--- src/hw/rtl/crdm_pkg.sv ---
`timescale 1ns / 1ps
`default_nettype none

package crdm_pkg;

	// item field widths
	localparam int COUNT_W = 63;
	localparam int FREQ_W  = 32;
	localparam int KIND_W  = 2;
	localparam int MISS_W  = 8;

	// configuration
	localparam int BOUND_W = 7;
	localparam int THR_W   = 8;
	localparam int REF_W   = 32;
	localparam int DATA_W  = 32;
	localparam int ADDR_W  = 4;
	localparam int REG_IDX_W = 2;

	localparam logic [REG_IDX_W-1:0] REG_LOW_BOUND  = 2'd0;
	localparam logic [REG_IDX_W-1:0] REG_HIGH_BOUND = 2'd1;
	localparam logic [REG_IDX_W-1:0] REG_THRESHOLD  = 2'd2;
	localparam logic [REG_IDX_W-1:0] REG_REF_TICKS  = 2'd3;

	localparam logic [BOUND_W-1:0] RST_LOW_BOUND  = 7'd7;
	localparam logic [BOUND_W-1:0] RST_HIGH_BOUND = 7'd13;
	localparam logic [THR_W-1:0]   RST_THRESHOLD  = 8'd5;
	localparam logic [REF_W-1:0]   RST_REF_TICKS  = 32'd10000000;

	// sample kinds
	localparam logic [KIND_W-1:0] KIND_PRIMED  = 2'd0;
	localparam logic [KIND_W-1:0] KIND_SKIPPED = 2'd1;
	localparam logic [KIND_W-1:0] KIND_EVAL    = 2'd2;

	// shared multiplier: 64x64 built from 32x32 partial products
	localparam int MUL_W     = 64;
	localparam int HALF_W    = MUL_W / 2;
	localparam int PROD_W    = 2 * MUL_W;
	localparam int NUM_PAIRS = 4;
	localparam int STEP_W    = 3;

	// parameter defaults
	localparam int DEF_COUNT_WIDTH = 63;
	localparam int DEF_FREQ_WIDTH  = 32;

	typedef struct packed {
		logic [BOUND_W-1:0] low_bound;
		logic [BOUND_W-1:0] high_bound;
		logic [THR_W-1:0]   threshold;
		logic [REF_W-1:0]   ref_ticks;
	} cfg_t;

endpackage

`default_nettype wire

--- src/hw/rtl/crdm_mul_unit.sv ---
`timescale 1ns / 1ps
`default_nettype none

module crdm_mul_unit (
	input  logic                          clk,
	input  logic                          arst_n,
	input  logic                          start,
	input  logic [crdm_pkg::MUL_W-1:0]    a,
	input  logic [crdm_pkg::MUL_W-1:0]    b,
	output logic                          done,
	output logic [crdm_pkg::PROD_W-1:0]   prod
);

	localparam int MUL_W  = crdm_pkg::MUL_W;
	localparam int HALF_W = crdm_pkg::HALF_W;
	localparam int PROD_W = crdm_pkg::PROD_W;
	localparam int STEP_W = crdm_pkg::STEP_W;
	localparam logic [STEP_W-1:0] LAST_STEP = STEP_W'(crdm_pkg::NUM_PAIRS);

	logic [MUL_W-1:0]  a_q, b_q;
	logic [STEP_W-1:0] step_q;
	logic              busy_q;
	logic [MUL_W-1:0]  pp_q;
	logic [1:0]        pp_sh_q;
	logic              pp_vld_q;
	logic [PROD_W-1:0] acc_q;
	logic              done_q;

	logic [1:0]        pair;
	logic [HALF_W-1:0] a_half, b_half;
	logic [PROD_W-1:0] pp_base, pp_ext;

	// pair bit 1 picks the upper half of a, bit 0 the upper half of b
	assign pair   = step_q[1:0];
	assign a_half = pair[1] ? a_q[MUL_W-1:HALF_W] : a_q[HALF_W-1:0];
	assign b_half = pair[0] ? b_q[MUL_W-1:HALF_W] : b_q[HALF_W-1:0];

	assign pp_base = {{(PROD_W-MUL_W){1'b0}}, pp_q};

	always_comb begin
		case (pp_sh_q)
			2'd0:    pp_ext = pp_base;
			2'd1:    pp_ext = pp_base << HALF_W;
			default: pp_ext = pp_base << MUL_W;
		endcase
	end

	always_ff @(posedge clk or negedge arst_n) begin
		if (!arst_n) begin
			a_q      <= '0;
			b_q      <= '0;
			step_q   <= '0;
			busy_q   <= 1'b0;
			pp_q     <= '0;
			pp_sh_q  <= '0;
			pp_vld_q <= 1'b0;
			acc_q    <= '0;
			done_q   <= 1'b0;
		end else begin
			done_q <= 1'b0;
			if (pp_vld_q) begin
				acc_q <= acc_q + pp_ext;
			end
			if (start) begin
				a_q      <= a;
				b_q      <= b;
				acc_q    <= '0;
				step_q   <= '0;
				busy_q   <= 1'b1;
				pp_vld_q <= 1'b0;
			end else if (busy_q) begin
				if (step_q != LAST_STEP) begin
					pp_q     <= a_half * b_half;
					pp_sh_q  <= {1'b0, pair[1]} + {1'b0, pair[0]};
					pp_vld_q <= 1'b1;
					step_q   <= step_q + 1'b1;
				end else begin
					// last partial product is added on this edge
					pp_vld_q <= 1'b0;
					busy_q   <= 1'b0;
					done_q   <= 1'b1;
				end
			end
		end
	end

	assign done = done_q;
	assign prod = acc_q;

	a_start_idle: assert property (@(posedge clk) disable iff (!arst_n)
		start |-> !busy_q && !pp_vld_q)
		else $error("multiply started while busy");

endmodule

`default_nettype wire

--- config.mk ---
export PLATFORM = sky130hd
export DESIGN_NAME = crdm_mul_unit
export DESIGN_NICKNAME = d
export VERILOG_FILES = /design/src/hw/rtl/crdm_pkg.sv /design/src/hw/rtl/crdm_mul_unit.sv
export SDC_FILE = /design/constraint.sdc
export NUM_CORES = 2
export LEC_CHECK = 0
export ABC_AREA = 1
export BUFFER_PORTS_ARGS = -buffer_cell sky130_fd_sc_hd__buf_4
export CAP_MARGIN = 25
export CORE_MARGIN = 1.5
export CORE_UTILIZATION = 43
export CTS_BUF_LIST = sky130_fd_sc_hd__clkbuf_8
export CTS_CLUSTER_DIAMETER = 40
export DETAILED_ROUTE_END_ITERATION = 8
export PLACE_DENSITY = 0.63
export SYNTH_ARGS = -nofsm -noshare
export SYNTH_HDL_FRONTEND = slang
export SYNTH_SLANG_ARGS = --single-unit
export TNS_END_PERCENT = 5
--- constraint.sdc ---
create_clock -name clk -period 21.2 [get_ports clk]
set_clock_uncertainty 0.2 [all_clocks]
set_input_delay 1.06 -clock clk [delete_from_list [all_inputs] [get_ports clk]]
set_output_delay 1.06 -clock clk [all_outputs]
set_load 0.02 [all_outputs]
==> impl_metrics.tcl <==
set metrics [dict create \
    outcome "complete, no violations" \
    cts_hold_repair.buffers 0 \
    placeable_area_um2 140000 \
    grt_pass1_wl_mm 402 \
    grt_overflow 0 \
    min-delay-path-class "input pin to async pin" \
    fin_nets 10500 \
    pin_count_of_the_biggest_net_entering_global_routing 126 \
    cp_max_fo 66 \
    layout-drive-gt1-share_pct 7.53 \
    timing.critical_path.to_type "flip-flop" \
    boundaryPins 260 \
    dr.first_iter.drc_count 5950 \
    routed-via-count 58700 \
    post_cts.repair.setup_buffers 0 \
    timing_worst_slew_pin_value_ps 1060 \
    die_w_um 378 \
    final_common_cell "sky130_fd_sc_hd__nand2_1" \
    synthesis.yosys.warnings 0 \
    syn_area_per_cell_um2 6.82 \
    timing_worst_setup_path_type "flip-flop to flip-flop" \
    setup_violators_final 0 \
    cts-root-buf "sky130_fd_sc_hd__clkbuf_8" \
    timing.final.crit_period_ps 9600 \
    mostFrequentLayoutCells "2798 x sky130_fd_sc_hd__nand2_1, 2079 x sky130_fd_sc_hd__inv_1, 1020 x sky130_fd_sc_hd__nor2_1" \
    yosys-top-cells-area "sky130_fd_sc_hd__fa_1 30%, sky130_fd_sc_hd__nand2_1 17%, sky130_fd_sc_hd__dfrtp_1 14%, sky130_fd_sc_hd__inv_1 13%, sky130_fd_sc_hd__ha_1 8.1%" \
    timing.final.max_slew_violations 0 \
    grt_pass1_vias 57100 \
    cts.clk_slew.worst_paths_ps 60 \
    grtUsageTotal_pct 39.6 \
    ys.flop_type "sky130_fd_sc_hd__dfrtp_1" \
    yosysSeqAreaShare_pct 13.6 \
    cap_viol_max_count 0 \
    critical_path.startpoint_type "flip-flop" \
    antenna_violations_before_repair 18 \
    synth_async_sr_flop_share_pct 100 \
    slew_headroom_pct 28.6 \
    wire_per_inst_um 25.7 \
    cts-resized-gates 0 \
    synth_top_area_cell "sky130_fd_sc_hd__fa_1" \
    count_of_nets_left_with_antenna_violations_after_detail_routing 0 \
    grt_setup_unrepaired "false" \
    detailed_place_hpwl_mm 234 \
    fillerInstances 14700 \
    data_arrival_at_the_endpoint_of_the_critical_path_ps 10040 \
    floorplan.die_area_um2 143000 \
    synthesis.instances 8867 \
    die_height_um 378 \
    clock-sinks 328 \
    cts-buffers-inserted 88 \
    tritoncts "yes" \
    achievable-frequency_mhz 104 \
    cp_data_required_time_ps 21640 \
    synth_nets 10300 \
    drtPass1Iterations 8 \
    core.rowCount 137 \
    clock_tree.buffer_depth 3 \
    routed_wirelength_mm 283 \
    netlist_area_um2 60500 \
    seq_cells_post_synth 328 \
    finalHoldViolations 0 \
    drc 0 \
    multi_input_area_um2 43600 \
    finished_core_util_pct 48.0 \
    period_share_pct 45.3 \
    area_delta_synth_final_pct 10.7 \
    gp_congestion 1.01 \
    synth_enable_flop_cells 0 \
    place.port_buffers 259 \
    insertion_delay_ps 800 \
    fraction_of_synthesized_cell_area_taken_by_the_top_area_cell_type_pct 29.7 \
    setup_total_negative_slack_ps 0 \
    post_synth_num_cell_types 41 \
    effective_utilization_at_floorplan_pct 43.4 \
    final-seq-area_um2 8210 \
    detail_route.vias_per_cell 5.33 \
    cts.htree.levels 3 \
]
## cells in the mapped netlist (48+ instances only)
master                     number
sky130_fd_sc_hd__nand2_1     2800
sky130_fd_sc_hd__inv_1       2063
sky130_fd_sc_hd__o21ai_1       66
sky130_fd_sc_hd__buf_2         48
sky130_fd_sc_hd__ha_1         392
sky130_fd_sc_hd__dfrtp_1      328
sky130_fd_sc_hd__nor2_1      1023
sky130_fd_sc_hd__o21ai_0      239
sky130_fd_sc_hd__a21oi_1      189
sky130_fd_sc_hd__nand3_1      216
sky130_fd_sc_hd__clkbuf_1     199
sky130_fd_sc_hd__fa_1         897
sky130_fd_sc_hd__o22ai_1       64
sky130_fd_sc_hd__xnor2_1       64
## kinds of logic (layout without fill, tap and decap cells)
| logic type | Yosys count | after routing | share of synthesized area, % |
|---|---|---|---|
| other cells | 0 | 11 | 0 |
| xor+xnor | 71 | 71 | 1.03 |
| fa+ha+maj | 1289 | 1289 | 37.8 |
| simple gates | 4208 | 4208 | 27.4 |
| flops | 328 | 328 | 13.6 |
| compound gates | 613 | 613 | 5.47 |
| buf+inv | 2358 | 2631 | 14.7 |
## worst paths after layout
path / depth (start not counted) / end / from / slack [ps]
min in group clk: 2 / a_q[27]$_DFFE_PN0P_ / a_q[27]$_DFFE_PN0P_ / 270
max: 27 / pp_q[47]$_DFFE_PN0P_ / step_q[1]$_DFFE_PN0P_ / 11600
min: 1 / prod[124]$_DFFE_PN0P_ / arst_n / 70
max reg2reg: 27 / pp_q[47]$_DFFE_PN0P_ / step_q[1]$_DFFE_PN0P_ / 11600
max in group asynchronous: 5 / a_q[14]$_DFFE_PN0P_ / arst_n / 19120
min reg2reg: 2 / a_q[27]$_DFFE_PN0P_ / a_q[27]$_DFFE_PN0P_ / 270
## worst max-delay path: stages, from the launching register on
cell                       delay [ps]
sky130_fd_sc_hd__dfrtp_2          340
sky130_fd_sc_hd__buf_4            590
sky130_fd_sc_hd__nand2_1          150
sky130_fd_sc_hd__o21ai_2           80
sky130_fd_sc_hd__buf_4            340
sky130_fd_sc_hd__clkinv_1         860
sky130_fd_sc_hd__nand2_1          420
sky130_fd_sc_hd__fa_1             460
sky130_fd_sc_hd__fa_1             560
sky130_fd_sc_hd__fa_1             530
sky130_fd_sc_hd__fa_1             550
sky130_fd_sc_hd__inv_1             60
sky130_fd_sc_hd__fa_1             550
sky130_fd_sc_hd__fa_1             430
sky130_fd_sc_hd__fa_1             490
sky130_fd_sc_hd__inv_1             50
sky130_fd_sc_hd__fa_1             490
sky130_fd_sc_hd__inv_1             50
sky130_fd_sc_hd__ha_1             340
sky130_fd_sc_hd__a21oi_1          120
sky130_fd_sc_hd__o21ai_0          410
sky130_fd_sc_hd__a21oi_1          160
sky130_fd_sc_hd__o21ai_0          650
sky130_fd_sc_hd__inv_1            160
sky130_fd_sc_hd__nand2_1          110
sky130_fd_sc_hd__nand2_1           50
sky130_fd_sc_hd__nand3_1          130
sky130_fd_sc_hd__nand2_1           70
## metrics by stage
| stage | cell area (um2) | hold slack [ps] | cells | worst slack (ps) |
|---|---|---|---|---|
| floorplan | 60500 | 237 | 8867 | 13970 |
| global placement | 64700 | 257 | 10800 | 10840 |
| detailed placement | 64800 | 261 | 10900 | 11760 |
| CTS | 66800 | 90.5 | 11000 | 11780 |
| global route | 66900 | 90.5 | 11000 | 11330 |
| finish | 67000 | 65.2 | 11000 | 11600 |
## routing by layer
| metal | vias to the layer above | wire, um | global-route usage, % |
|---|---|---|---|
| met1 | 28800 | 124000 | 56.6 |
| met5 | - | 613 | 2.68 |
| met2 | 3128 | 113000 | 54.7 |
| li1 | 26300 | - | - |
| met4 | 22 | 10300 | 13.2 |
| met3 | 473 | 35000 | 13.9 |
## final cells by class
cell class | count | area share, %
clock buffers | 106 | 2.18
flip-flops and latches | 328 | 12.3
inverters | 2107 | 11.8
clock inverters | 54 | 0.878
multi-input cells | 6181 | 65.0
diodes | 11 | 0.0411
repair buffers | 364 | 4.28
well taps | 1876 | 3.51
## sequential cells by signal, summed over array words and instances (netlist names)
| signal | flops |
|---|---|
| b_q | 64 |
| pp_vld_q | 1 |
| done | 1 |
| step_q | 3 |
| a_q | 64 |
| pp_q | 64 |
| busy_q | 1 |
| prod | 128 |
| pp_sh_q | 2 |
Power is not shown: default switching activity piles up to over one toggle a cycle in this logic, so the estimate is an artifact.
