[src/hw/rtl/crdm_pkg.sv]
`timescale 1ns / 1ps
`default_nettype none

package crdm_pkg;

	// item field widths
	localparam int COUNT_W = 63;
	localparam int FREQ_W  = 32;
	localparam int KIND_W  = 2;
	localparam int MISS_W  = 8;

	// configuration
	localparam int BOUND_W = 7;
	localparam int THR_W   = 8;
	localparam int REF_W   = 32;
	localparam int DATA_W  = 32;
	localparam int ADDR_W  = 4;
	localparam int REG_IDX_W = 2;

	localparam logic [REG_IDX_W-1:0] REG_LOW_BOUND  = 2'd0;
	localparam logic [REG_IDX_W-1:0] REG_HIGH_BOUND = 2'd1;
	localparam logic [REG_IDX_W-1:0] REG_THRESHOLD  = 2'd2;
	localparam logic [REG_IDX_W-1:0] REG_REF_TICKS  = 2'd3;

	localparam logic [BOUND_W-1:0] RST_LOW_BOUND  = 7'd7;
	localparam logic [BOUND_W-1:0] RST_HIGH_BOUND = 7'd13;
	localparam logic [THR_W-1:0]   RST_THRESHOLD  = 8'd5;
	localparam logic [REF_W-1:0]   RST_REF_TICKS  = 32'd10000000;

	// sample kinds
	localparam logic [KIND_W-1:0] KIND_PRIMED  = 2'd0;
	localparam logic [KIND_W-1:0] KIND_SKIPPED = 2'd1;
	localparam logic [KIND_W-1:0] KIND_EVAL    = 2'd2;

	// shared multiplier: 64x64 built from 32x32 partial products
	localparam int MUL_W     = 64;
	localparam int HALF_W    = MUL_W / 2;
	localparam int PROD_W    = 2 * MUL_W;
	localparam int NUM_PAIRS = 4;
	localparam int STEP_W    = 3;

	// parameter defaults
	localparam int DEF_COUNT_WIDTH = 63;
	localparam int DEF_FREQ_WIDTH  = 32;

	typedef struct packed {
		logic [BOUND_W-1:0] low_bound;
		logic [BOUND_W-1:0] high_bound;
		logic [THR_W-1:0]   threshold;
		logic [REF_W-1:0]   ref_ticks;
	} cfg_t;

endpackage

`default_nettype wire

[src/hw/rtl/crdm_cfg_regs.sv]
`timescale 1ns / 1ps
`default_nettype none

module crdm_cfg_regs (
	input  logic                          clk,
	input  logic                          arst_n,
	input  logic                          psel,
	input  logic                          penable,
	input  logic                          pwrite,
	input  logic [crdm_pkg::ADDR_W-1:0]   paddr,
	input  logic [crdm_pkg::DATA_W-1:0]   pwdata,
	output logic [crdm_pkg::DATA_W-1:0]   prdata,
	output logic                          pready,
	output crdm_pkg::cfg_t                cfg
);

	logic                              wr_en;
	logic [crdm_pkg::REG_IDX_W-1:0]    reg_idx;
	crdm_pkg::cfg_t                    cfg_q;

	assign pready  = 1'b1;
	assign wr_en   = psel && penable && pwrite;
	assign reg_idx = paddr[crdm_pkg::ADDR_W-1:2];
	assign cfg     = cfg_q;

	always_ff @(posedge clk or negedge arst_n) begin
		if (!arst_n) begin
			cfg_q.low_bound  <= crdm_pkg::RST_LOW_BOUND;
			cfg_q.high_bound <= crdm_pkg::RST_HIGH_BOUND;
			cfg_q.threshold  <= crdm_pkg::RST_THRESHOLD;
			cfg_q.ref_ticks  <= crdm_pkg::RST_REF_TICKS;
		end else if (wr_en) begin
			unique case (reg_idx)
				crdm_pkg::REG_LOW_BOUND:  cfg_q.low_bound  <= pwdata[crdm_pkg::BOUND_W-1:0];
				crdm_pkg::REG_HIGH_BOUND: cfg_q.high_bound <= pwdata[crdm_pkg::BOUND_W-1:0];
				crdm_pkg::REG_THRESHOLD:  cfg_q.threshold  <= pwdata[crdm_pkg::THR_W-1:0];
				crdm_pkg::REG_REF_TICKS:  cfg_q.ref_ticks  <= pwdata[crdm_pkg::REF_W-1:0];
				default: ;
			endcase
		end
	end

	always_comb begin
		unique case (reg_idx)
			crdm_pkg::REG_LOW_BOUND:
				prdata = {{(crdm_pkg::DATA_W-crdm_pkg::BOUND_W){1'b0}}, cfg_q.low_bound};
			crdm_pkg::REG_HIGH_BOUND:
				prdata = {{(crdm_pkg::DATA_W-crdm_pkg::BOUND_W){1'b0}}, cfg_q.high_bound};
			crdm_pkg::REG_THRESHOLD:
				prdata = {{(crdm_pkg::DATA_W-crdm_pkg::THR_W){1'b0}}, cfg_q.threshold};
			crdm_pkg::REG_REF_TICKS:
				prdata = cfg_q.ref_ticks;
			default:
				prdata = '0;
		endcase
	end

endmodule

`default_nettype wire

[config.mk]
export PLATFORM = sky130hd
export DESIGN_NAME = crdm_cfg_regs
export DESIGN_NICKNAME = d
export VERILOG_FILES = /design/src/hw/rtl/crdm_pkg.sv /design/src/hw/rtl/crdm_cfg_regs.sv
export SDC_FILE = /design/constraint.sdc
export NUM_CORES = 1
export LEC_CHECK = 0
export ABC_CLOCK_PERIOD_IN_PS = 1150
export BUFFER_PORTS_ARGS = -buffer_cell sky130_fd_sc_hd__buf_2
export CORE_MARGIN = 2
export CORE_UTILIZATION = 35
export CTS_BUF_LIST = sky130_fd_sc_hd__clkbuf_4
export CTS_CLUSTER_DIAMETER = 50
export DETAILED_ROUTE_END_ITERATION = 10
export PLACE_DENSITY = 0.69
export SYNTH_ARGS = -nofsm -noshare
export SYNTH_HDL_FRONTEND = slang
export SYNTH_SLANG_ARGS = --single-unit
[constraint.sdc]
create_clock -name clk -period 1.15 [get_ports clk]
set_clock_uncertainty 0.2 [all_clocks]
set_input_delay 0.115 -clock clk [delete_from_list [all_inputs] [get_ports clk]]
set_output_delay 0.115 -clock clk [all_outputs]
set_load 0.02 [all_outputs]
==> results by group, run 1 <==
Run status
  • Status: finished, violations left
  • Failing checks: negative setup slack

Job
  • Max_cap viols: 0

Clocking
  • # H-tree levels: 2
  • Worst-path clk slew: 0.15 ns
  • Sink Count: 54
  • TritonCTS clock tree: done
  • CTS Buffer Depth: 2
  • Clock root buffer: clkbuf_4
  • Worst-Skew Late Latency: 0.36 ns
  • TritonCTS Buffers: 5

STA
  • RSZ-0062 raised after global routing: yes
  • Fin Setup TNS: -25.18 ns
  • Max-slew violations: 0
  • Final hold vios: 0
  • PnR worst setup slack: -0.629 ns
  • Tmin final: 1.78 ns
  • Max frequency: 0.562 GHz
  • Finish-stage setup viols: 93
  • Tcrit/Tclk final: 155%

Synthesis
  • YS warnings: 0
  • EDFF count, synth: 0
  • Seq cells post-synth: 54
  • Most common library cells after synthesis: 46 x mux2_2, 38 x dfrtp_1, 24 x and3_1
  • Top-area cell type share of the netlist area: 38.6%
  • Post-Syn Nets: 202
  • Post-synthesis cell area: 0.00246 mm2
  • Post-Synthesis Cells: 161
  • Synth area leader: dfrtp_1
  • Post-synthesis async set-or-reset flop share: 100%
  • Ys flop type: dfrtp_1
  • Top cells by area, synth: dfrtp_1 39%, mux2_2 21%, dfstp_2 17%
  • Syn avg cell area: 15.3 um2
  • Synth cell types: 21
  • Post-synthesis sequential area ratio: 55.7%
  • Top-count cell post-synth: mux2_2

Power
  • Leakage: 2.40 nW
  • Pwr per Cell Area: 1600 mW/mm2
  • Peak supply drop: 0.938 mV

Critical path
  • Slowest cell on crit path: mux4_2
  • Crit path from: cfg[2]
  • Crit path depth: 2
  • Critical-path maximum fanout: 2
  • Worst Setup End Kind: output port
  • Req. time, crit path: 0.83 ns
  • Reg-to-Reg Start: cfg[9]
  • Critical path's top delay family: multiplexers
  • Startpoint Class: flop
  • Crit Path Category: reg -> out
  • CP cell instances: mux4_2 > buf_6
  • CP peak stage delay: 0.50 ns
  • WP buf/inv: 1
  • R2R setup slack: -0.10 ns
  • Reg2Reg Depth: 4
  • WP data arrival: 1.46 ns

Layout
  • Fillers: 390
  • Area grow syn2layout: 108%
  • Area of the multi-input gates: 0.00119 mm2
  • Storage element area: 0.00139 mm2
  • Post-layout nets: 436
  • Layout cells sized above 1: 84.6%
  • Post-route design area: 0.00512 mm2
  • Largest register FFs: 54

Floorplanning
  • Die height: 87.9 um
  • I/O pin total: 128
  • Die Footprint: 0.00772 mm2
  • Die W: 87.9 um
  • Initial Util: 36.2%
  • FP Rows: 30
  • Core area: 0.00679 mm2

Routing
  • First-pass DRT Iterations: 3
  • Final wirelength: 8.83 mm
  • Vias/cell: 4.65
  • DRC marker count from the first detailed-route iteration: 57
  • ANT nets after route: 0
  • WL/cell: 17.9 um
  • DR vias: 2294
  • Drt drc: 0

Place
  • Placed cell areas: 0.00357 mm2
  • GPL Wtd Cong: 0.724
  • PortBufs: 124
  • Final HPWL DP: 4.52 mm

Global routing
  • First-pass GRT wire length: 12.9 mm
  • Total congestion overflow: 0
  • Antenna violations before repair: 0
  • Total GRT Usage: 22.0%
  • Pin count of the biggest net entering global routing: 55
  • Vias in the first global route: 2546

Hold path
  • Classification of the worst-slack hold path: in -> async
## layout by cell type (no fill, tap or decap), types with 3 or more instances in the layout
cell / synthesis / final
dfrtp_1: 38 / 22
dfrtp_2: 0 / 16
mux4_2: 7 / 7
buf_4: 5 / 24
buf_12: 0 / 3
buf_2: 2 / 38
mux2_4: 7 / 17
dfstp_2: 16 / 16
mux2_2: 46 / 36
dlygate4sd3_1: 0 / 33
and3_4: 0 / 24
buf_6: 1 / 142
clkbuf_4: 0 / 5
## area by class of cell
type                    count  share of cell area, %
diodes                      1                 0.0489
flip-flops and latches     54                   27.2
clock inverters             3                  0.318
well taps                  96                   2.35
clock buffers               5                  0.733
repair buffers            240                   46.1
multi-input cells          94                   23.3
## worst min-delay path: stages
cell	delay, ns
dlygate4sd3_1	0.52
buf_2	0.13
buf_12	0.28
## where the power goes
group | internal (mW) | leakage (nW) | switching (mW)
Combinational | 2.77 | 1.75 | 1.77
Sequential | 2.46 | 0.615 | 0.350
Clock | 0.229 | 0.0286 | 0.598
## path summary, 6_finish.rpt
check,to
max reg2reg,cfg[9]
min in group clk,cfg[39]
min,cfg[31]
max in group asynchronous,cfg[15]
min reg2reg,cfg[30]
max,prdata[2]
## repair_timing
action                     4_1_cts  5_1_grt
setup endpoints to repair       86       91
hold buffers                    33        0
pin swaps                        8        0
cloned                           0        0
buffers inserted                26       31
hold endpoints to repair       108        0
resized for setup              223       48
## through the flow
stage | hold WS [ns] | instances | setup WS [ns] | utilization [%] | total power, mW
finish | 0.0626 | 493 | -0.629 | 75.4 | 8.18
global route | 0.0573 | 492 | -0.667 | 75.3 | 8.57
global placement | -0.0665 | 412 | -0.335 | 52.5 | 5.36
CTS | 0.0494 | 477 | -0.615 | 71.7 | 7.75
detailed placement | -0.0548 | 412 | -0.351 | 52.5 | 5.42
floorplan | -0.381 | 161 | -0.210 | - | 4.24
## cell families after synthesis
family | share of synthesized area, %
muxes | 32.6
DFF | 55.7
and+or+nand+nor | 8.43
buffers and inverters | 3.15
other | 0.152
## per-layer routing
metal / vias to the layer above / routed length [um] / track usage (%)
met5: - / 0 / 0
met4: 0 / 186 / 8.53
met3: 15 / 407 / 5.18
met2: 82 / 5070 / 41.4
met1: 1137 / 3160 / 23.7
li1: 1060 / - / -
Note: power is estimated with default switching activity, not from simulation.
==> inputs of run 2 (changes only) <==
--- a/config.mk
+++ b/config.mk
@@ -5,6 +5,7 @@
 export SDC_FILE = /design/constraint.sdc
 export NUM_CORES = 1
 export LEC_CHECK = 0
+export ABC_AREA = 1
 export ABC_CLOCK_PERIOD_IN_PS = 1150
 export BUFFER_PORTS_ARGS = -buffer_cell sky130_fd_sc_hd__buf_2
 export CORE_MARGIN = 2
@@ -12,7 +13,7 @@
 export CTS_BUF_LIST = sky130_fd_sc_hd__clkbuf_4
 export CTS_CLUSTER_DIAMETER = 50
 export DETAILED_ROUTE_END_ITERATION = 10
-export PLACE_DENSITY = 0.69
+export PLACE_DENSITY = 0.68
 export SYNTH_ARGS = -nofsm -noshare
 export SYNTH_HDL_FRONTEND = slang
 export SYNTH_SLANG_ARGS = --single-unit
==> run 2 against run 1 <==
The flow still finishes with violations (negative setup slack). Synthesized cell count grew 110%. Utilization shrank 6.6 points. Sequential share of layout area grew 0.46 points. Register-to-register slack gained 0.04 ns. Routed wire length grew 16%. Critical path type unchanged. Largest power group unchanged.
==> results by group, run 2 <==
Run status
  • Status: finished, violations left
  • Failing checks: negative setup slack

Critical path
  • Slowest cell on crit path: dfstp_2
  • Worst Setup End Kind: output port
  • Critical path's top delay family: flip-flops
  • Worst R2R End: cfg[32]
  • Req. time, crit path: 0.83 ns (about the same)
  • WP buf/inv: 1 (unchanged)
  • Crit path depth: 3 (+1)
  • CP peak stage delay: 0.58 ns (+0.08 ns)
  • Reg2Reg Depth: 5 (+1)
  • Reg-to-Reg Start: cfg[32]
  • R2R setup slack: -0.06 ns (+0.04 ns)
  • WP data arrival: 1.28 ns (-0.18 ns)
  • CP cell instances: nand3_2 > nand4_1 > buf_6
  • Crit Path Category: reg -> out
  • Critical-path maximum fanout: 2 (unchanged)
  • Startpoint Class: flop

Routing
  • ANT nets after route: 0 (unchanged)
  • Drt drc: 0 (unchanged)
  • DRC marker count from the first detailed-route iteration: 160 (+180%)
  • Final wirelength: 10.2 mm (+16%)
  • DR vias: 3132 (+37%)
  • First-pass DRT Iterations: 6 (+3)
  • Vias/cell: 4.70 (+1.1%)
  • WL/cell: 15.3 um (-14%)

Global routing
  • First-pass GRT wire length: 15.8 mm (+23%)
  • Total congestion overflow: 0 (unchanged)
  • Antenna violations before repair: 0 (unchanged)
  • Total GRT Usage: 24.3% (+2.3 points)
  • Pin count of the biggest net entering global routing: 55 (unchanged)
  • Vias in the first global route: 3241 (+27%)

Layout
  • Largest register FFs: 54 (unchanged)
  • Most frequent cells in the layout: 176 x nand2_1, 105 x buf_6, 49 x buf_4
  • Post-layout nets: 607 (+39%)
  • Non-filler cells in the finished layout: 666 (+35%)
  • Area grow syn2layout: 91.5%
  • Layout cells sized above 1: 47.6% (-37 points)
  • Fillers: 556 (+43%)
  • Commonest non-fill, non-tap cell in the layout: nand2_1
  • Ant diodes: 0 (-1)

STA
  • Max-slew violations: 0 (unchanged)
  • Tcrit/Tclk final: 139% (-16 points)
  • Fin Hold WS: 0.0162 ns (-0.0464 ns)
  • RSZ-0062 raised after global routing: yes
  • Fin Setup TNS: -22.11 ns (+3.07 ns)
  • Tmin final: 1.60 ns (-0.181 ns)
  • PnR worst setup slack: -0.448 ns (+0.181 ns)
  • Max frequency: 0.626 GHz (+11%)
  • Finish-stage setup viols: 88 (-5.4%)
  • Final hold vios: 0 (unchanged)

Clocking
  • Clock root buffer: clkbuf_4
  • Sink Count: 54 (unchanged)
  • TritonCTS clock tree: done
  • # H-tree levels: 2 (unchanged)
  • CTS Buffer Depth: 2 (unchanged)
  • Worst-Skew Late Latency: 0.37 ns (about the same)
  • TritonCTS Buffers: 5 (unchanged)
  • Worst-path clk slew: 0.15 ns (about the same)

Synthesis
  • Top-area cell type share of the netlist area: 36.7% (-1.9 points)
  • Post-synthesis async set-or-reset flop share: 100% (unchanged)
  • Syn avg cell area: 7.67 um2 (-50%)
  • Most common library cells after synthesis: 179 x nand2_1, 38 x dfrtp_1, 27 x inv_1
  • Ys flop type: dfrtp_1
  • Top cells by area, synth: dfrtp_1 37%, nand2_1 26%, dfstp_2 16%
  • EDFF count, synth: 0 (unchanged)
  • Post-synthesis cell area: 0.00259 mm2 (+5.2%)
  • Post-Synthesis Cells: 338 (+110%)
  • Synth cell types: 18 (-14%)
  • Post-Syn Nets: 379 (+88%)
  • Top-count cell post-synth: nand2_1
  • Seq cells post-synth: 54 (unchanged)
  • Post-synthesis sequential area ratio: 52.9% (-2.8 points)
  • YS warnings: 0 (unchanged)
  • Synth area leader: dfrtp_1

Power
  • Leakage: 2.62 nW (+9.5%)
  • Peak supply drop: 0.593 mV (-37%)
  • Overall power: 7.44 mW (-9.0%)
  • Pwr per Cell Area: 1500 mW/mm2 (-6.1%)

Place
  • PortBufs: 124 (unchanged)
  • Final HPWL DP: 5.71 mm (+26%)
  • # placed instances: 583 (+42%)
  • GPL Wtd Cong: 0.860 (+19%)
  • Dpl ws: -0.182 ns (+0.169 ns)

Hold path
  • Classification of the worst-slack hold path: in -> reg
  • Hold Startpoint: penable
  • Worst hold path depth: 5
  • Hold path endpoint: cfg[40]

Floorplanning
  • I/O pin total: 128 (unchanged)
  • Initial Util: 35.9% (-0.33 points)
  • FP Rows: 31 (+3.3%)
  • Core area: 0.00721 mm2 (+6.2%)
  • Die W: 90.0 um (+2.5%)
  • Die Footprint: 0.00811 mm2 (+5.0%)
  • Die height: 90.0 um (+2.5%)

Job
  • Max_cap viols: 0 (unchanged)
[run 2: cell types whose count changed after synthesis, sizes merged, moves of 7 or more]
cell | before | now
mux4 | 7 | 0
and3 | 24 | 0
nand4 | 0 | 7
nor2 | 1 | 30
nand2 | 1 | 181
nand3 | 1 | 22
inv | 0 | 30
mux2 | 54 | 0
[run 2: cells by family (layout without fill, tap and decap cells)]
logic type             Yosys count  count (layout)  share of synthesized area (%)
AND/OR/NAND/NOR                240             240                           38.0
flip-flops                      54              54                           52.9
buffers and inverters           43             272                           8.98
other                            1               1                          0.145
[run 2: worst register-to-register path, cell delays in order, from the launching register on]
cell,delay (ns)
dfstp_2,0.57
buf_4,0.10
buf_6,0.09
buf_4,0.09
nand2_1,0.04
nand2_1,0.07
[run 2: per-stage QoR]
stage | util [%] | cell area, um2
2_1_floorplan | - | 2640
3_3_place_gp | 49.5 | 3570
3_5_place_dp | 49.5 | 3570
4_1_cts | 63.9 | 4610
5_1_grt | 68.8 | 4960
6_report | 68.8 | 4960
[run 2: power by group]
group	total (mW)	switching [mW]	internal (mW)
Sequential	2.74	0.367	2.37
Combinational	3.63	1.70	1.92
Clock	1.08	0.601	0.478
Total	7.44	2.67	4.77
[run 2: worst max path at each step]
stage / start / to / slack [ns]
CTS: cfg[42] / prdata[2] / -0.44
global route: cfg[47] / prdata[0] / -0.52
floorplan: cfg[20] / prdata[20] / -0.02
finish: cfg[40] / prdata[0] / -0.45
detailed placement: paddr[2] / cfg[42] / -0.18
global placement: paddr[2] / cfg[43] / -0.15
[run 2: layout make-up]
class | instances | area, um2 | area share [%]
Clock buffer | 6 | 45.0 | 0.908
Inverter | 30 | 115 | 2.32
Clock inverter | 2 | 33.8 | 0.681
Tap cell | 99 | 124 | 2.50
Sequential cell | 54 | 1370 | 27.6
Multi-Input combinational cell | 241 | 1110 | 22.4
Timing Repair Buffer | 234 | 2160 | 43.5
[run 2: per-layer routing]
layer / track usage (%) / routed length (um) / share of wire [%]
met1: 27.6 / 3750 / 37
met2: 44.5 / 5380 / 53
met3: 3.94 / 536 / 5.2
met4: 11.4 / 548 / 5.4
met5: 0 / 0 / 0
[run 2: what timing repair did]
item | 4_1_cts | 5_1_grt
gates resized for setup | 164 | 56
gates cloned | 0 | 0
endpoints found under the hold margin | 108 | 0
endpoints found under the setup margin | 86 | 91
buffers inserted | 18 | 31
hold buffers | 33 | 0
pin swaps | 33 | 10
